## src/hdl/tdf_pkg.sv

```systemverilog
// ----------------------------------------------------------------------------
// tdf_pkg: shared types and constants of the trial division factorizer
// Control and status bundles between the sequencer and the serial divider.
// ----------------------------------------------------------------------------
`default_nettype none

package tdf_pkg;

  localparam int unsigned SMALLEST_PRIME = 2;
  localparam int unsigned FIRST_ODD_DIVISOR = 3;

  typedef struct packed {
    logic start;
  } div_ctrl_t;

  typedef struct packed {
    logic busy;
    logic done;
  } div_stat_t;

endpackage

`default_nettype wire

```

## src/hdl/tdf_if.sv

```systemverilog
// ----------------------------------------------------------------------------
// tdf_if: request and result channels of the trial division factorizer
// Valid/ready channels; a request or result moves when both are high.
// ----------------------------------------------------------------------------
`default_nettype none

interface tdf_num_if #(
  parameter int unsigned W = 32
);
  logic         valid;
  logic         ready;
  logic [W-1:0] number;

  modport source (output valid, output number, input ready);
  modport sink (input valid, input number, output ready);
endinterface

interface tdf_fac_if #(
  parameter int unsigned W = 32
);
  logic         valid;
  logic         ready;
  logic [W-1:0] factor;
  logic         last;
  logic         trivial;

  modport source (output valid, output factor, output last, output trivial, input ready);
  modport sink (input valid, input factor, input last, input trivial, output ready);
endinterface

`default_nettype wire

```

## src/hdl/tdf_div.sv

```systemverilog
// ----------------------------------------------------------------------------
// tdf_div: bit-serial restoring divider
// One quotient bit per cycle; quotient and remainder are valid when done is high.
// ----------------------------------------------------------------------------
`default_nettype none

module tdf_div #(
  parameter int unsigned W = 32
) (
  input  wire logic                clk_i,
  input  wire logic                rst_ni,
  input  wire tdf_pkg::div_ctrl_t  ctrl_i,
  input  wire logic [W-1:0]        dividend_i,
  input  wire logic [W-1:0]        divisor_i,
  output tdf_pkg::div_stat_t       stat_o,
  output logic [W-1:0]             quot_o,
  output logic [W-1:0]             rem_o
);

  localparam int unsigned CW = $clog2(W);

  logic          busy_q;
  logic          done_q;
  logic [CW-1:0] cnt_q;
  logic [W-1:0]  quot_q;
  logic [W-1:0]  rem_q;

  logic [W:0]    shifted;
  logic [W:0]    diff;
  logic          fits;
  logic [W-1:0]  rem_d;

  assign shifted = {rem_q, quot_q[W-1]};
  assign diff    = shifted - {1'b0, divisor_i};
  assign fits    = (shifted >= {1'b0, divisor_i});
  assign rem_d   = fits ? diff[W-1:0] : shifted[W-1:0];

  always_ff @(posedge clk_i or negedge rst_ni) begin
    if (!rst_ni) begin
      busy_q <= 1'b0;
      done_q <= 1'b0;
      cnt_q  <= '0;
      quot_q <= '0;
      rem_q  <= '0;
    end else begin
      done_q <= 1'b0;
      if (ctrl_i.start) begin
        busy_q <= 1'b1;
        cnt_q  <= CW'(W - 1);
        quot_q <= dividend_i;
        rem_q  <= '0;
      end else if (busy_q) begin
        quot_q <= {quot_q[W-2:0], fits};
        rem_q  <= rem_d;
        cnt_q  <= cnt_q - CW'(1);
        if (cnt_q == '0) begin
          busy_q <= 1'b0;
          done_q <= 1'b1;
        end
      end
    end
  end

  assign stat_o = '{busy: busy_q, done: done_q};
  assign quot_o = quot_q;
  assign rem_o  = rem_q;

endmodule

`default_nettype wire

```

## src/hdl/trial_division_factorizer.sv

```systemverilog
// ----------------------------------------------------------------------------
// trial_division_factorizer: prime factorization by trial division
// Splits each requested number into its prime factors, smallest first.
//
// req_i carries one number per request; res_o returns one result per prime
// factor in ascending order with repetition, last set on the final one.
// Inputs 0 and 1 give a single result that echoes the input with trivial
// and last set. Factors of two are stripped one at a time by shifting. Each
// odd trial divisor takes one pass of the bit-serial divider, which yields
// both the remainder test and the divisor-squared bound. One request is
// worked at a time; req_i.ready is high only between requests.
// Results leave through an output register; while the receiver stalls the
// sequencer waits with the next factor and resumes once the register frees.
// Reset returns the block to idle with no result pending.
// ----------------------------------------------------------------------------
`default_nettype none

module trial_division_factorizer #(
  parameter int unsigned VALUE_WIDTH = 32
) (
  input  wire logic  clk_i,
  input  wire logic  rst_ni,
  tdf_num_if.sink    req_i,
  tdf_fac_if.source  res_o
);

  localparam int unsigned W = VALUE_WIDTH;
  localparam logic [W-1:0] ONE   = W'(1);
  localparam logic [W-1:0] TWO   = W'(tdf_pkg::SMALLEST_PRIME);
  localparam logic [W-1:0] THREE = W'(tdf_pkg::FIRST_ODD_DIVISOR);

  typedef enum logic [2:0] {
    ST_IDLE,
    ST_TWOS,
    ST_NEXT,
    ST_WAIT,
    ST_EMIT
  } state_e;

  state_e             st_q;
  state_e             after_q;
  logic [W-1:0]       rem_q;
  logic [W-1:0]       div_q;
  logic [W-1:0]       fac_q;
  logic               last_q;
  logic               triv_q;
  logic               div_start_q;
  logic               out_valid_q;
  logic [W-1:0]       out_fac_q;
  logic               out_last_q;
  logic               out_triv_q;

  tdf_pkg::div_ctrl_t div_ctrl;
  tdf_pkg::div_stat_t div_stat;
  logic [W-1:0]       quot;
  logic [W-1:0]       remd;
  logic [W-1:0]       num;

  assign num      = req_i.number;
  assign div_ctrl = '{start: div_start_q};

  tdf_div #(
    .W (W)
  ) u_div (
    .clk_i      (clk_i),
    .rst_ni     (rst_ni),
    .ctrl_i     (div_ctrl),
    .dividend_i (rem_q),
    .divisor_i  (div_q),
    .stat_o     (div_stat),
    .quot_o     (quot),
    .rem_o      (remd)
  );

  always_ff @(posedge clk_i or negedge rst_ni) begin
    if (!rst_ni) begin
      st_q        <= ST_IDLE;
      after_q     <= ST_IDLE;
      rem_q       <= '0;
      div_q       <= '0;
      fac_q       <= '0;
      last_q      <= 1'b0;
      triv_q      <= 1'b0;
      div_start_q <= 1'b0;
      out_valid_q <= 1'b0;
      out_fac_q   <= '0;
      out_last_q  <= 1'b0;
      out_triv_q  <= 1'b0;
    end else begin
      div_start_q <= 1'b0;
      if (out_valid_q && res_o.ready && (st_q != ST_EMIT)) begin
        out_valid_q <= 1'b0;
      end
      unique case (st_q)
        ST_IDLE: begin
          if (req_i.valid) begin
            if (num <= ONE) begin
              fac_q   <= num;
              last_q  <= 1'b1;
              triv_q  <= 1'b1;
              after_q <= ST_IDLE;
              st_q    <= ST_EMIT;
            end else begin
              rem_q <= num;
              st_q  <= ST_TWOS;
            end
          end
        end
        ST_TWOS: begin
          if (!rem_q[0]) begin
            fac_q   <= TWO;
            last_q  <= (rem_q == TWO);
            triv_q  <= 1'b0;
            rem_q   <= rem_q >> 1;
            after_q <= (rem_q == TWO) ? ST_IDLE : ST_TWOS;
            st_q    <= ST_EMIT;
          end else begin
            div_q       <= THREE;
            div_start_q <= 1'b1;
            st_q        <= ST_WAIT;
          end
        end
        ST_NEXT: begin
          div_start_q <= 1'b1;
          st_q        <= ST_WAIT;
        end
        ST_WAIT: begin
          if (div_stat.done) begin
            if (quot < div_q) begin
              // divisor squared exceeds what is left, so the rest is prime
              fac_q   <= rem_q;
              last_q  <= 1'b1;
              triv_q  <= 1'b0;
              after_q <= ST_IDLE;
              st_q    <= ST_EMIT;
            end else if (remd == '0) begin
              fac_q   <= div_q;
              last_q  <= 1'b0;
              triv_q  <= 1'b0;
              rem_q   <= quot;
              after_q <= ST_NEXT;
              st_q    <= ST_EMIT;
            end else begin
              div_q <= div_q + TWO;
              st_q  <= ST_NEXT;
            end
          end
        end
        ST_EMIT: begin
          if (!out_valid_q || res_o.ready) begin
            out_valid_q <= 1'b1;
            out_fac_q   <= fac_q;
            out_last_q  <= last_q;
            out_triv_q  <= triv_q;
            st_q        <= after_q;
          end
        end
        default: begin
          st_q <= ST_IDLE;
        end
      endcase
    end
  end

  assign req_i.ready   = (st_q == ST_IDLE);
  assign res_o.valid   = out_valid_q;
  assign res_o.factor  = out_fac_q;
  assign res_o.last    = out_last_q;
  assign res_o.trivial = out_triv_q;

  a_div_idle: assert property (@(posedge clk_i) disable iff (!rst_ni)
    (st_q == ST_IDLE) |-> !div_stat.busy)
    else $error("divider busy while idle");

  a_done_in_wait: assert property (@(posedge clk_i) disable iff (!rst_ni)
    div_stat.done |-> (st_q == ST_WAIT))
    else $error("divider result outside wait state");

  a_odd_divisor: assert property (@(posedge clk_i) disable iff (!rst_ni)
    (st_q == ST_WAIT) |-> div_q[0])
    else $error("even trial divisor");

  a_trivial_last: assert property (@(posedge clk_i) disable iff (!rst_ni)
    (out_valid_q && out_triv_q) |-> out_last_q)
    else $error("trivial result not marked last");

endmodule

`default_nettype wire

```

## src/flat_wrapper.sv

```systemverilog
// flat-port wrapper written by rule: the top's interface ports become plain ports
module trial_division_factorizer_flat 
#(
  parameter int unsigned VALUE_WIDTH = 32
)
  (clk_i, rst_ni, req_i_valid, req_i_number, req_i_ready, res_o_valid, res_o_factor, res_o_last, res_o_trivial, res_o_ready);
  tdf_num_if #(.W(VALUE_WIDTH)) req_i_i ();
  tdf_fac_if #(.W(VALUE_WIDTH)) res_o_i ();
  input  wire logic clk_i;
  input  wire logic rst_ni;
  input wire logic [$bits(req_i_i.valid)-1:0] req_i_valid;
  input wire logic [$bits(req_i_i.number)-1:0] req_i_number;
  output wire logic [$bits(req_i_i.ready)-1:0] req_i_ready;
  output wire logic [$bits(res_o_i.valid)-1:0] res_o_valid;
  output wire logic [$bits(res_o_i.factor)-1:0] res_o_factor;
  output wire logic [$bits(res_o_i.last)-1:0] res_o_last;
  output wire logic [$bits(res_o_i.trivial)-1:0] res_o_trivial;
  input wire logic [$bits(res_o_i.ready)-1:0] res_o_ready;
  assign req_i_i.valid = req_i_valid;
  assign req_i_i.number = req_i_number;
  assign req_i_ready = req_i_i.ready;
  assign res_o_valid = res_o_i.valid;
  assign res_o_factor = res_o_i.factor;
  assign res_o_last = res_o_i.last;
  assign res_o_trivial = res_o_i.trivial;
  assign res_o_i.ready = res_o_ready;
  trial_division_factorizer #(.VALUE_WIDTH(VALUE_WIDTH)) u_core (.clk_i(clk_i), .rst_ni(rst_ni), .req_i(req_i_i), .res_o(res_o_i));
endmodule
```

## config.mk

```make
export PLATFORM = sky130hd
export DESIGN_NAME = trial_division_factorizer_flat
export DESIGN_NICKNAME = d
export VERILOG_FILES = /design/src/hdl/tdf_pkg.sv /design/src/hdl/tdf_if.sv /design/src/hdl/tdf_div.sv /design/src/hdl/trial_division_factorizer.sv /design/src/flat_wrapper.sv
export SDC_FILE = /design/constraint.sdc
export NUM_CORES = 1
export LEC_CHECK = 0
export BUFFER_PORTS_ARGS = -buffer_cell sky130_fd_sc_hd__buf_2
export CAP_MARGIN = 30
export CORE_MARGIN = 3
export CORE_UTILIZATION = 39
export CTS_BUF_LIST = sky130_fd_sc_hd__clkbuf_4
export CTS_CLUSTER_DIAMETER = 40
export DETAILED_ROUTE_END_ITERATION = 8
export GPL_TIMING_DRIVEN = 1
export SLEW_MARGIN = 20
export SYNTH_ARGS = -nofsm -noshare
export SYNTH_HDL_FRONTEND = slang
export SYNTH_SLANG_ARGS = --single-unit
```

## constraint.sdc

```tcl
create_clock -name clk_i -period 3.8 [get_ports clk_i]
set_input_delay 0.38 -clock clk_i [delete_from_list [all_inputs] [get_ports clk_i]]
set_output_delay 0.38 -clock clk_i [all_outputs]
set_load 0.05 [all_outputs]
```

# Yosys cells after proc, flatten, opt, wreduce, memory -nomap -nowiden
# Cells that the tools add are included.
[totals] output_inout_bits=36 latch_bits=0 ramBits=0 wordCells=121 mem_count=0 rom_bits=0 reg_bits=211
[classes] n_addsub=3 bitwise_logic=0 div=0 n_mux=64 multipliers=0 shift=0 n_reduce_logical=16 order_cmp=3 eq_ne=17
[op_table] operator="$mux 32" n=21
[op_table] operator="$pmux 32 s3" n=2
[op_table] operator="$pmux 32 s2" n=1
[op_table] operator="$mux 3" n=13
[op_table] operator="$ge 33x32->1" n=1
[op_table] operator="$add 32x2->32 const B" n=1
[op_table] operator="$eq 32x2->1 const B" n=1
[op_table] operator="$le 32x1->1 const B" n=1
[op_table] operator="$logic_not 32->1" n=1
[op_table] operator="$lt 32x32->1" n=1
[op_table] operator="$sub 32x32->32" n=1
[op_table] operator="$mux 1" n=20
[op_table] operator="$pmux 3 s5" n=1
[op_table] operator="$ne 2x2->1 const B" n=6
[op_table] operator="$reduce_and 6->1" n=2
[op_table] operator="$mux 5" n=2
[op_table] operator="$pmux 3 s3" n=1
[op_table] operator="$ne 2x1->1 const B" n=4
[op_table] operator="$reduce_and 7->1" n=1
[op_table] operator="$eq 3x2->1 const B" n=2
[op_table] operator="$pmux 1 s3" n=2
[op_table] operator="$logic_not 5->1" n=1
[op_table] operator="$reduce_and 5->1" n=1
[op_table] operator="$sub 5x1->5 const B" n=1
[op_table] operator="13 further kinds" n=15

# Logic depth before layout (Yosys ltp)
[depth] depth_word=5 ltp_mapped=13

# Modules after synthesis
# Synthesis repeated with hierarchy kept, for this count alone.
[unflattened] hier_cells=1403 hier_area_um2=13376.6
[by_module_without_submodules] mod="trial_division_factorizer" seq_area_each_um2=3478.3 area_per_inst_um2=8092.8 n_inst=1 cells_each=801
[by_module_without_submodules] mod="tdf_div" seq_area_each_um2=1776.7 area_per_inst_um2=5283.8 n_inst=1 cells_each=602

# Worst setup path before layout
# No wires, ideal clock.
[synth_path] path_kind="register to register" start="reg u_core.st_q[0]" end="reg u_core.fac_q[0]" arrival_ns=2.676 slack_ns=1.000 stages_incl_launch_ff=8 required_ns=3.675 cell_sequence="dfrtp_1 -> buf_4 -> nor3_1 -> nor2b_1 -> nor3_1 -> o31ai_2 -> buf_2 -> mux2_2"
[synth_between] elab_chain_len=3 elab_cells_between_ends=11 classes_between="7 x eq/ne; 1 x mux; 3 x reduce/logical"
[synth_lines] item="start: declaration" line="trial_division_factorizer.sv:40" source="state_e st_q;"
[synth_lines] item="start signal: assignment" line="trial_division_factorizer.sv:155" source="st_q <= after_q;"
[synth_lines] item="$logic_not 3->1 *"
[synth_lines] item="named net req_i_ready" line="flat_wrapper.sv:13" source="output wire logic [$bits(req_i_i.ready)-1:0] req_i_ready;"
[synth_lines] item="$ne 2x1->1 (no source line), or another cell as far along"
[synth_lines] item="$reduce_and 6->1 (no source line)"
[synth_lines] item="end signal: assignment" line="trial_division_factorizer.sv:98" source="fac_q <= num;"
[synth_lines] item="end signal: assignment" line="trial_division_factorizer.sv:131" source="fac_q <= rem_q;"
[synth_lines] item="end signal: assignment" line="trial_division_factorizer.sv:137" source="fac_q <= div_q;"
[synth_lines] item="end: declaration" line="trial_division_factorizer.sv:44" source="logic [W-1:0] fac_q;"
# Mark *: on every way through the listed nets, which the timed path passes. The rest lies on a longest branch.
# A chain may end at the register's enable or synchronous reset.

# Worst setup path after layout
[layout_path] start="reg u_core.div_q[24]" end="reg u_core.u_div.rem_q[3], in the netlist u_core.u_div.rem_o[3]"
[layout_between] elab_chain_len=4
[layout_lines] item="start: declaration" line="trial_division_factorizer.sv:43" source="logic [W-1:0] div_q;"
[layout_lines] item="start signal: assignment" line="trial_division_factorizer.sv:144" source="div_q <= div_q + TWO;"
[layout_lines] item="$ge 33x32->1" line="tdf_div.sv:35" source="assign fits = (shifted >= {1'b0, divisor_i});"
[layout_lines] item="$mux 32" line="tdf_div.sv:36" source="assign rem_d = fits ? diff[W-1:0] : shifted[W-1:0];"
[layout_lines] item="$mux 32" line="tdf_div.sv:52" source="end else if (busy_q) begin"
[layout_lines] item="$mux 32" line="tdf_div.sv:47" source="if (ctrl_i.start) begin"
[layout_lines] item="end signal: assignment" line="tdf_div.sv:54" source="rem_q <= rem_d;"
[layout_lines] item="end: declaration" line="tdf_div.sv:26" source="logic [W-1:0] rem_q;"
# No other way between the ends. The select of a mux whose other input is x is not followed.

==> impl_metrics.tcl <==
set metrics [dict create \
    cts_sinks 210 \
    endpoint_kind "register" \
    muxShareOfSynthArea_pct 11.31 \
    avgRoutedWirePerCell_um 18.87 \
    grt_overflow_total 0 \
    cp.required_ns 4.38 \
    grt_usage_pct 20.85 \
    ys_ff_latch 210 \
    crit_type "register to register" \
    status "complete, no violations" \
    tightest_slew_ns 0.7730 \
    tns_ns 0 \
    critPathMaxStageDelay_ns 0.57 \
    post-place-ws_ns 0.3180 \
    cp_slowest_cell "nor4_1" \
    gp_congestion 0.9479 \
    cts_tree "yes" \
    synth-edff-count 0 \
    design_area_sq_um 14900 \
    drtAntennaViolNets 0 \
    fin_crit_sh_pct 93.44 \
    relSlewSlack_pct 48.47 \
    synth_fp_nets 1528 \
    die-area_sq_um 36170 \
    cap_violations 0 \
    cp.arrival_ns 4.14 \
    initial_core_util_pct 40.16 \
    max_freq_ghz 0.2816 \
    drive_gt1_share_pct 18.87 \
    synth-xor-area-share_pct 2.780 \
    p_leak_nw 6.567 \
    grt_pass1_wl_um 60710 \
    drt_wl_total_um 37670 \
    period_needed_ns 3.551 \
    core_area_sq_um 32950 \
    cts_buffers 58 \
    stdcell_count 1996 \
    antenna_found_initial 2 \
    ctsResizeCount 0 \
    synth_compound_area_share_pct 18.34 \
    finalWorstSetupSlack_ns 0.2494 \
    num_vias 11170 \
    syn_to_final_growth_pct 12.59 \
    rsz0062_at_grt "no" \
    ys_seq_area_share_pct 39.72 \
    synth_fa_ha_area_share_pct 6.392 \
    path_buf_inv 2 \
    cp-start-kind "register" \
    drt_iter0_drc 720 \
    synthFlopType "dfrtp_1" \
    layout_commonest_cell "dfrtp_1" \
    yosys_warnings 0 \
    clkLatencyLatePin_ns 0.72 \
    fillerInstances 3160 \
    cp_max_fo 24 \
    layout_common_cells "dfrtp_1, nand2_1, o21ai_0" \
    grt_start_max_net_pins 101 \
    rows 66 \
    synth_cell_type_count 70 \
    dpl_cell_area_sq_um 14020 \
    placed_cells_incl_taps 1877 \
    syn_area_sq_um 13230 \
    cp_top_family "simple AND/OR/NAND/NOR gates" \
    cts_root_buf "clkbuf_4" \
    fin_skew_ns 0.05891 \
    synthSimpleGateAreaFrac_pct 17.10 \
    seq_area_sq_um 5261 \
    drc 0 \
    hold_viol 0 \
    hp-class "input pin to register" \
    vdd_drop_max_uv 163.9 \
    grt_pass1_vias 11240 \
    synthArstFlopShare_pct 100.0 \
    path_clk_slew_ns 0.07 \
    cts_max_path_buffers 3 \
    numPortBuffers 71 \
    netlist_instances 1425 \
    hpwl_um 27510 \
    io_pins 72 \
    crit_chain "inv_1 -> ha_1 -> and2_1 -> nand2_1 -> nor4_1 -> a311o_4 -> o21ai_4 -> buf_12 -> or3_1 -> a311oi_2" \
    htreeDepth 2 \
    multi_input_area_sq_um 7418 \
    dieHeight_um 190.2 \
    num-nets-final 1619 \
    synth.avg_cell_area_sq_um 9.285 \
    synth_top_family_by_area "compound AO/OA/AOI/OAI gates" \
    powerDensity_nw_per_um2 283.5 \
    postLayoutCoreUtil_pct 45.21 \
    slew_viol_final 0 \
    die_w_um 190.2 \
    drtPass1Iterations 5 \
    avgViaCountPerCell 5.597 \
    setup_violations 0 \
]
## cell families (layout without fill, tap and decap cells)
family,after synthesis,count (layout)
mux,141,141
other cells,0,1
buf+inv,137,265
compound gates,357,357
fa+ha+maj,67,67
flops,210,210
simple gates,471,471
xor+xnor,42,42
## power by group
group	total, mW	leakage, nW	internal [mW]	switching [mW]
Clock	1.89	0.395	0.920	0.974
Combinational	0.0932	3.26	0.0329	0.0603
Sequential	2.24	2.92	2.24	0.0000000000000000190
## registers in the layout (all words and copies together) (netlist names), 2 cells and up
name                 flops
u_core.div_q            32
u_core.fac_q            32
u_core.rem_q            32
u_core.res_o.factor     32
u_core.u_div.quot_o     32
u_core.u_div.rem_o      32
u_core.u_div.cnt_q       5
u_core.st_q              3
u_core.after_q           2
## path summary, 6_finish.rpt
path,from,to,slack (ns),cells past startpoint
worst min-delay path,req_i_number[5],u_core.rem_q[5],0.05,4
worst max register to register,u_core.div_q[24],u_core.u_div.rem_o[3],0.25,10
worst min register to register,u_core.fac_q[27],u_core.fac_q[27],0.47,2
min in group asynchronous,rst_ni,u_core.res_o.factor[3],0.29,2
max in group asynchronous,rst_ni,u_core.u_div.quot_o[25],2.61,3
worst max-delay path,u_core.div_q[24],u_core.u_div.rem_o[3],0.25,10
## repair_timing
action	CTS	global route
endpoints found under the hold margin	117	0
buffers inserted	0	0
hold buffers	21	0
## worst register-to-register path, stage by stage (launching register included)
cell and delay [ns]:
dfrtp_1 0.45, inv_1 0.19, ha_1 0.46, and2_1 0.30, nand2_1 0.14, nor4_1 0.57, a311o_4 0.34, o21ai_4 0.13
buf_12 0.22, or3_1 0.40, a311oi_2 0.27
## metrics by stage
step	hold slack, ns	power [mW]
after floorplan	0.08441	2.280
after global placement	0.4583	2.357
after detailed placement	0.4638	2.356
after CTS	0.002916	4.294
after global routing	0.01283	4.428
final	0.04532	4.223
## cell usage after synthesis, types with 8 or more instances
library cell / instances / area share (%)
nor2_1: 90 / 2.6
xor2_1: 8 / 0.53
nand3_1: 21 / 0.79
nand4_1: 22 / 1.0
a21oi_1: 86 / 3.3
nor3b_1: 33 / 1.9
inv_1: 48 / 1.4
o21a_1: 12 / 0.68
a311oi_1: 19 / 1.3
nand2_1: 200 / 5.7
mux2_2: 68 / 5.8
buf_2: 12 / 0.45
nor3_1: 17 / 0.64
nor4_1: 28 / 1.3
a21o_1: 13 / 0.74
o21ai_0: 100 / 3.8
nand2b_1: 14 / 0.66
dfrtp_1: 210 / 40
a211oi_1: 10 / 0.57
clkbuf_1: 62 / 1.8
mux2i_1: 73 / 5.5
o31ai_1: 37 / 2.1
xnor2_1: 34 / 2.3
ha_1: 66 / 6.2
## per-layer routing
layer | track usage (%) | vias to the layer above | routed length, um | part of all wire [%]
li1 | - | 5407 | - | -
met1 | 28.81 | 5383 | 17570 | 47
met2 | 33.39 | 315 | 17240 | 46
met3 | 3.593 | 64 | 1885 | 5.0
met4 | 6.717 | 2 | 964 | 2.6
met5 | 0 | - | 13 | 0.035
## area by class of cell
cell class | instances | share of cell area, %
clock inverter | 22 | 0.6635
clock buffer | 75 | 3.780
timing repair buffer | 119 | 5.476
tap | 442 | 3.712
sequential | 210 | 35.32
inverter | 49 | 1.235
antenna | 1 | 0.01680
multi-input combinational | 1078 | 49.80
No activity file was read; power rests on OpenSTA's default activity.
